$ cat config.mk
export PLATFORM = sky130hd
export DESIGN_NAME = tps_ctrl
export DESIGN_NICKNAME = d
export VERILOG_FILES = /design/src/tps_pkg.sv /design/src/tps_ctrl.sv
export SDC_FILE = /design/constraint.sdc
export NUM_CORES = 1
export LEC_CHECK = 0
export CORE_MARGIN = 5
export CORE_UTILIZATION = 30
export DETAILED_ROUTE_END_ITERATION = 10
export DONT_BUFFER_PORTS = 1
export PLACE_DENSITY = 0.56
export SLEW_MARGIN = 20
export SYNTH_ARGS = -nofsm -noshare
export SYNTH_HDL_FRONTEND = slang
export SYNTH_SLANG_ARGS = --single-unit
$ cat constraint.sdc
create_clock -name clk -period 5.4 [get_ports clk]
set_input_delay 0.27 -clock clk [delete_from_list [all_inputs] [get_ports clk]]
set_output_delay 0.27 -clock clk [all_outputs]
set_load 0.01 [all_outputs]
$ cat src/tps_pkg.sv
package tps_pkg;

    localparam int MAX_LANDMARKS = 64;

    localparam int LM_AW    = $clog2(MAX_LANDMARKS);
    localparam int LM_CNT_W = $clog2(MAX_LANDMARKS + 1);

    localparam int OP_W     = 2;
    localparam int SLOT_W   = 6;
    localparam int COORD_W  = 24;
    localparam int TERM_W   = 32;
    localparam int CNT_W    = 7;
    localparam int AFF_ROWS = 4;

    localparam int D_W     = COORD_W + 1;
    localparam int SQ1_W   = 2 * D_W - 1;
    localparam int SQ_W    = SQ1_W + 1;
    localparam int NSTEP   = SQ_W / 2;
    localparam int R_W     = SQ_W + 1;
    localparam int RT_W    = NSTEP;
    localparam int MA_W    = RT_W + 1;
    localparam int PROD_W  = MA_W + TERM_W;
    localparam int FRAC_W  = 16;
    localparam int ACC_W   = PROD_W - FRAC_W + $clog2(MAX_LANDMARKS + AFF_ROWS) + 1;

    localparam int COORD_MAX = 8388607;
    localparam int COORD_MIN = -8388608;

    localparam logic [OP_W-1:0] OP_LOAD_LM  = 2'd0;
    localparam logic [OP_W-1:0] OP_LOAD_AFF = 2'd1;
    localparam logic [OP_W-1:0] OP_WARP     = 2'd2;

    typedef enum logic [2:0] {
        S_IDLE,
        S_AFFINE,
        S_STREAM,
        S_DRAIN,
        S_DONE
    } state_t;

    typedef struct packed {
        logic             start;
        logic             lm_wr;
        logic             aff_wr;
        logic             aff_v;
        logic [1:0]       aff_row;
        logic             rd_v;
        logic [LM_AW-1:0] rd_addr;
        logic             out_load;
    } cmd_t;

    typedef struct packed {
        logic busy;
    } sts_t;

endpackage

$ cat src/tps_ctrl.sv
module tps_ctrl (
    input  logic                      clk,
    input  logic                      rst_n,
    input  logic                      in_valid,
    input  logic [tps_pkg::OP_W-1:0]  in_op,
    input  logic [tps_pkg::SLOT_W-1:0] in_slot,
    output logic                      in_ready,
    output logic                      out_valid,
    input  logic                      out_ready,
    input  logic                      cfg_we,
    input  logic [tps_pkg::CNT_W-1:0] cfg_wdata,
    output tps_pkg::cmd_t             cmd,
    input  tps_pkg::sts_t             sts
);
    import tps_pkg::*;

    state_t              state_reg, state_next;
    logic [LM_CNT_W-1:0] cnt_reg, cnt_next;
    logic [LM_CNT_W-1:0] n_reg, n_next;
    logic [CNT_W-1:0]    count_reg;
    logic                out_valid_reg, out_valid_next;
    logic [LM_CNT_W-1:0] n_clamped;

    assign n_clamped = (32'(count_reg) > MAX_LANDMARKS) ? LM_CNT_W'(MAX_LANDMARKS)
                                                         : LM_CNT_W'(count_reg);
    assign out_valid = out_valid_reg;

    always_ff @(posedge clk or negedge rst_n)
    begin
        if (!rst_n)
        begin
            state_reg     <= S_IDLE;
            cnt_reg       <= '0;
            n_reg         <= '0;
            count_reg     <= CNT_W'(64);
            out_valid_reg <= 1'b0;
        end
        else
        begin
            state_reg     <= state_next;
            cnt_reg       <= cnt_next;
            n_reg         <= n_next;
            out_valid_reg <= out_valid_next;
            if (cfg_we)
            begin
                count_reg <= cfg_wdata;
            end
        end
    end

    always_comb
    begin
        state_next = state_reg;
        cnt_next   = cnt_reg;
        n_next     = n_reg;
        case (state_reg)
            S_IDLE:
            begin
                if (in_valid && in_op == OP_WARP)
                begin
                    state_next = S_AFFINE;
                    cnt_next   = '0;
                    n_next     = n_clamped;
                end
            end
            S_AFFINE:
            begin
                cnt_next = cnt_reg + LM_CNT_W'(1);
                if (cnt_reg == LM_CNT_W'(AFF_ROWS - 2))
                begin
                    cnt_next   = '0;
                    state_next = (n_reg == '0) ? S_DRAIN : S_STREAM;
                end
            end
            S_STREAM:
            begin
                cnt_next = cnt_reg + LM_CNT_W'(1);
                if (cnt_reg == n_reg - LM_CNT_W'(1))
                begin
                    state_next = S_DRAIN;
                end
            end
            S_DRAIN:
            begin
                if (!sts.busy)
                begin
                    state_next = S_DONE;
                end
            end
            S_DONE:
            begin
                if (!out_valid_reg || out_ready)
                begin
                    state_next = S_IDLE;
                end
            end
            default:
            begin
                state_next = S_IDLE;
            end
        endcase
    end

    always_comb
    begin
        cmd      = '0;
        in_ready = 1'b0;
        case (state_reg)
            S_IDLE:
            begin
                in_ready = 1'b1;
                if (in_valid)
                begin
                    case (in_op)
                        OP_LOAD_LM:  cmd.lm_wr  = 32'(in_slot) < MAX_LANDMARKS;
                        OP_LOAD_AFF: cmd.aff_wr = 32'(in_slot) < AFF_ROWS;
                        OP_WARP:     cmd.start  = 1'b1;
                        default:     cmd.start  = 1'b0;
                    endcase
                end
            end
            S_AFFINE:
            begin
                cmd.aff_v   = 1'b1;
                cmd.aff_row = cnt_reg[1:0];
            end
            S_STREAM:
            begin
                cmd.rd_v    = 1'b1;
                cmd.rd_addr = cnt_reg[LM_AW-1:0];
            end
            S_DONE:
            begin
                cmd.out_load = !out_valid_reg || out_ready;
            end
            default:
            begin
                cmd = '0;
            end
        endcase
    end

    always_comb
    begin
        out_valid_next = out_valid_reg;
        if (cmd.out_load)
        begin
            out_valid_next = 1'b1;
        end
        else if (out_ready)
        begin
            out_valid_next = 1'b0;
        end
    end

    a_load_free: assert property (@(posedge clk) disable iff (!rst_n)
        cmd.out_load |-> (!out_valid_reg || out_ready))
        else $error("result loaded over a waiting result");
    a_no_overlap: assert property (@(posedge clk) disable iff (!rst_n)
        !(cmd.rd_v && cmd.aff_v))
        else $error("affine step and landmark read in one cycle");
    a_read_range: assert property (@(posedge clk) disable iff (!rst_n)
        cmd.rd_v |-> (cnt_reg < n_reg))
        else $error("landmark read beyond active count");
    a_start: assert property (@(posedge clk) disable iff (!rst_n)
        cmd.start |=> (state_reg == S_AFFINE && cnt_reg == '0))
        else $error("vertex start did not enter affine phase");
endmodule

* After elaboration in Yosys (flattened, before gate mapping)
Index checks and enable logic that the tools add are counted.
Storage, ports and cells: bits in registers 25, output and inout port bits 16, logic and storage cells 55
Cells by class: $add $sub $neg 2, magnitude comparators 2, equality and inequality tests 13, muxes and demuxes 22, reduce and logical (&&, ||, !) cells 11
Operators with widths (count):
- 7-bit 2-to-1 mux | 4
- 3-bit 2-to-1 mux | 8
- 7-bit one-hot mux with 3 select lines | 1
- 3-bit one-hot mux with 5 select lines | 1
- 2-bit inequality test (second input constant) | 5
- 1-bit 2-to-1 mux | 8
- 7-bit by 1-bit adder with 7-bit output (second input constant) | 1
- 7-bit by 2-bit equality test with 1-bit output (second input constant) | 1
- 7-bit equality test | 1
- 7-bit greater-than comparator (second input constant) | 1
- 7-bit zero test | 1
- 7-bit by 1-bit subtractor with 7-bit output (second input constant) | 1
- 3-bit by 2-bit equality test with 1-bit output (second input constant) | 2
- 6-bit by 3-bit less-than comparator with 1-bit output (second input constant) | 1
- 5-bit AND reduction | 1
- 2-bit AND reduction | 2
- 3-bit by 1-bit equality test with 1-bit output (second input constant) | 1
- 3-bit equality test (second input constant) | 1
- 3-bit zero test | 1
- 3-bit nonzero test | 1
- 2-bit by 1-bit equality test with 1-bit output (second input constant) | 1
- 2-bit equality test (second input constant) | 1
- 2-bit zero test | 1
- 2-bit nonzero test | 1
- other kinds (3) | 3

* Depth between registers and ports, before layout
word-level depth 4, mapped depth 7, mapped depth without buffers 7

* Worst setup path after synthesis
OpenSTA, ideal clock, no wires.
path type flip-flop to flip-flop, start point reg cnt_reg[0], end point reg state_reg[1], arrival time 1.839 ns, required time 5.323 ns, path slack 3.484 ns, stages on the path, launching flop included 8, path buffers 0, cell sequence dfrtp_1 > inv_1 > ha_1 > or4b_4 > o31ai_4 > nand4_2 > or3_1 > a21oi_1
On the way: cells in the longest elaborated chain, start to end 3, elaborated cells between the ends (all ways) 5, those cells by class eq/ne: 4; reduce/logical: 1
Ends and longest elaborated chain:
- start: declaration | RTL line tps_ctrl.sv:18 | logic [LM_CNT_W-1:0] cnt_reg, cnt_next;
- start signal: assignment | RTL line tps_ctrl.sv:41 | cnt_reg <= cnt_next;
- 7-bit equality test or 7-bit by 2-bit equality test with 1-bit output (tied branches) | RTL line tps_ctrl.sv:78, tps_ctrl.sv:69
- 2-bit inequality test (no source line)
- 5-bit AND reduction (no source line) *
- end signal: assignment | RTL line tps_ctrl.sv:40 | state_reg <= state_next;
- end: declaration | RTL line tps_ctrl.sv:17 | state_t state_reg, state_next;
Every way passes the cells marked *; elsewhere a longest branch is shown, timed or not. A chain may end at the register's enable or synchronous reset.

* Final worst setup path
Same ends and word-level chain as after synthesis.

==> results summary <==
The critical path runs through a total of 7 cells. The worst-skew pair later-pin latency is 270 ps. The maximum level of the CTS H-tree is 1. Buffers added to address setup during post-CTS repair amount to 0. 0 antenna diodes ended up in the layout. The area growth from synthesis to final layout came out at 6.94%.

The worst setup path is launched from a flip-flop. The detailed-route wire length is 3110 µm. The placed standard-cell area came out at 0.00152 mm². The most common library cell in the layout ignoring fill and taps is sky130_fd_sc_hd__dfrtp_1. The area taken by multi-input logic gates came out at 783 µm². The yosys synthesis warning count came out at 0. The worst slew margin relative to its limit came out at 58.3%. After detailed routing, the number of remaining DRC violations is 0. The flow ran to the end, and the final reports show no timing, DRC or antenna violations. The largest net degree at the start of global routing came out at 26.

Subtracting the final worst setup slack from the clock period gives 2100 ps. The number of CTS-inserted buffers came out at 3. The number of antenna violations at the first check in global routing is 0.

The largest voltage drop on the vdd net is 0.000175 V. The global-route wire length before repair is 5290 µm. The area of all placed cells without fillers came out at 0.00160 mm². The slowest library cell on the worst path is sky130_fd_sc_hd__dfrtp_1. In this run the worst hold path is classified as input port to flip-flop. The initial core utilization came out at 31.3%. The number of flops mapped to enable cells by yosys is 0. The core area is 0.00479 mm². By area the synthesized netlist is led by sky130_fd_sc_hd__dfrtp_1, sky130_fd_sc_hd__mux2_2, sky130_fd_sc_hd__nand2_1. The total area of sequential cells is 627 µm². The post-route netlist has 13.8% of its cells at a drive strength greater than 1.

After detailed routing, the number of vias per cell comes to 4.98. The post-route setup TNS came out at 0 ps. The tree is rooted in a sky130_fd_sc_hd__clkbuf_8.

Broken down by cell family, the worst path's largest delay share belongs to simple AND/OR/NAND/NOR gates. The first-pass iteration count of the detailed router came out at 4. Setup violations remaining at the end of the flow were counted as 0. In the layout the commonest cells are sky130_fd_sc_hd__dfrtp_1, sky130_fd_sc_hd__nand2_1, sky130_fd_sc_hd__nor2_1. The number of max-slew violations in the final report is 0. The final-layout fill cell count came out at 501. Setup repair after global routing left no endpoint under its margin.

TritonCTS built the clock tree. The critical path data required time is 5600 ps. The sink count of the clock tree came out at 25. The number of buffers on the longest clock path came out at 2.

The netlist area before placement came out at 0.00150 mm². Max-cap violations in this run came to 0. After detailed routing, the average wire length per cell comes to 14.2 µm. The period utilization is 38.9%.

The number of nets at the end of the flow is 177. Counting every net in the synthesized netlist gives 178. The number of global-route vias before repair came out at 1150. The critical path is of the flip-flop to flip-flop type. Data on the critical path arrives at its endpoint at 2310 ps. The clock-pin slew reported for the worst setup and hold paths after clock tree synthesis came out at 90 ps. The synthesized design spends more area on one cell type than any other, namely sky130_fd_sc_hd__dfrtp_1. For this block, the via count after detailed routing is 1091. In the synthesized netlist, the number of instances is 154. In this run the count of I/O pins placed on the die edge is 37. The final number of hold-violating endpoints was 0. The part of the Yosys area used for sequential elements is 41.9%. The maximum clock skew at final layout came out at 9.00 ps. The synthesized design devotes to its leading area cell type 40.1% of total area. Along the worst path, the maximum fanout reaches 6. The leakage component of the power came out at 0.700 nW. The final cell count without fillers came out at 219. The register bit total from synthesis is 25. The total power consumption of the routed design is 806 µW. On the worst path, the slowest cell contributes a delay of 470 ps.

The logic depth of the worst register-to-register path came out at 7. The count of placed standard cells including taps came out at 213. The number of distinct library cells after synthesis came out at 44. The violation count after the first detailed-routing iteration came out at 89. The total buffers and inverters traversed by the critical path is 1.

During placement, the flow inserted port buffers numbering 0. The number of placement rows is 25. Global routing used 10.5% of the available tracks.

The total power divided by cell area came out at 504 mW/mm². STA classifies the critical path endpoint as a flip-flop. The final antenna-violating net count is 0. The actual slew at the worst max-slew pin is 625 ps. Based on the critical path, the design can be clocked at up to 476 MHz. The worst hold-check slack came out at 148 ps. The fraction of registers with async set/reset came out at 100%.

The final estimated routing congestion in global placement came out at 0.780. The overall die area is 0.00650 mm². For this run, the leading register cell type out of synthesis is sky130_fd_sc_hd__dfrtp_1. The synthesized area per cell is 9.72 µm². The signal on the critical path passes through inv_1 -> ha_1 -> or4b_4 -> o31ai_4 -> nand4_2 -> or3_1 -> a21oi_1. The half-perimeter wire length after placement came out at 2380 µm. The chip height is 80.6 µm. The floorplan step set the die width to 80.6 µm. Along the worst hold path, the cell count comes to 1. The overall overflow remaining after global route is 0.
==> metal layers <==
layer  vias up  part of all wire [%]  global-route usage [%]
li1        527                     -                       -
met1       517                    44                    11.9
met2        42                    46                    17.7
met3         5                   8.6                    4.04
met4         0                   1.1                    3.89
met5         -                     0                       0
==> power breakdown <==
part / leakage [nW] / total, mW / switching (mW) / internal [mW]
Sequential: 0.319 / 0.325 / 0.0847 / 0.240
Clock: 0.0255 / 0.111 / 0.0597 / 0.0516
Combinational: 0.356 / 0.370 / 0.200 / 0.171
==> layout make-up <==
type	instances	area share [%]
Clock inverter	1	0.313
Timing Repair Buffer	3	2.35
Tap cell	67	5.24
Clock buffer	3	2.58
Multi-Input combinational cell	114	48.9
Sequential cell	25	39.2
Inverter	6	1.41
==> cell usage after synthesis, types with 2 or more instances <==
cell / number
sky130_fd_sc_hd__buf_4: 2
sky130_fd_sc_hd__o21ai_0: 4
sky130_fd_sc_hd__xor2_1: 7
sky130_fd_sc_hd__ha_1: 3
sky130_fd_sc_hd__dfrtp_1: 24
sky130_fd_sc_hd__buf_6: 3
sky130_fd_sc_hd__nand3b_1: 8
sky130_fd_sc_hd__nand2_1: 19
sky130_fd_sc_hd__xnor2_1: 7
sky130_fd_sc_hd__nor2_1: 12
sky130_fd_sc_hd__nand3_1: 3
sky130_fd_sc_hd__nand4_1: 4
sky130_fd_sc_hd__a21o_1: 2
sky130_fd_sc_hd__clkbuf_1: 4
sky130_fd_sc_hd__mux2_2: 7
sky130_fd_sc_hd__inv_1: 5
sky130_fd_sc_hd__nor3_1: 5
sky130_fd_sc_hd__and2_1: 8
sky130_fd_sc_hd__a21oi_1: 2
==> worst reg2reg max path, delay by kind of cell (launching register included) <==
family / cells / cell delay [ps]
fa+ha+maj: 1 / 140
compound gates: 2 / 340
flops: 1 / 470
buf+inv: 1 / 130
simple gates: 3 / 960
==> timing repair <==
item,in CTS,in global routing
gates resized for setup,0,0
hold buffers,2,0
endpoints found under the hold margin,25,0
==> per-stage QoR <==
stage | util, % | setup WS (ps)
CTS | 33.4 | 3290
finish | 33.4 | 3300
detailed placement | 31.8 | 3310
global route | 33.4 | 3130
global placement | 31.8 | 3350
floorplan | - | 3480
==> path summary, 6_finish.rpt <==
| path | start | slack [ps] | end |
|---|---|---|---|
| min in group asynchronous | rst_n | 410 | cnt_reg[6]$_DFFE_PN0P_ |
| worst max register to register | cnt_reg[0]$_DFFE_PN0P_ | 3300 | state_reg[1]$_DFFE_PN0P_ |
| worst min register to register | count_reg[3]$_DFFE_PN0P_ | 520 | count_reg[3]$_DFFE_PN0P_ |
| worst min-delay path | cfg_wdata[2] | 150 | count_reg[2]$_DFFE_PN0P_ |
| worst max-delay path | cnt_reg[0]$_DFFE_PN0P_ | 3300 | state_reg[1]$_DFFE_PN0P_ |
| max in group asynchronous | rst_n | 4760 | count_reg[6]$_DFFE_PN1P_ |
==> cell families (layout without fill, tap and decap cells) <==
kind of cell,count (synthesis),count (layout),synth area share (%)
simple gates,73,73,27.3
flops,25,25,41.9
compound gates,16,16,8.36
buf+inv,15,13,5.77
xor+xnor,14,14,8.19
mux,8,8,5.94
fa+ha+maj,3,3,2.51
No activity file was read; power rests on OpenSTA's default activity.
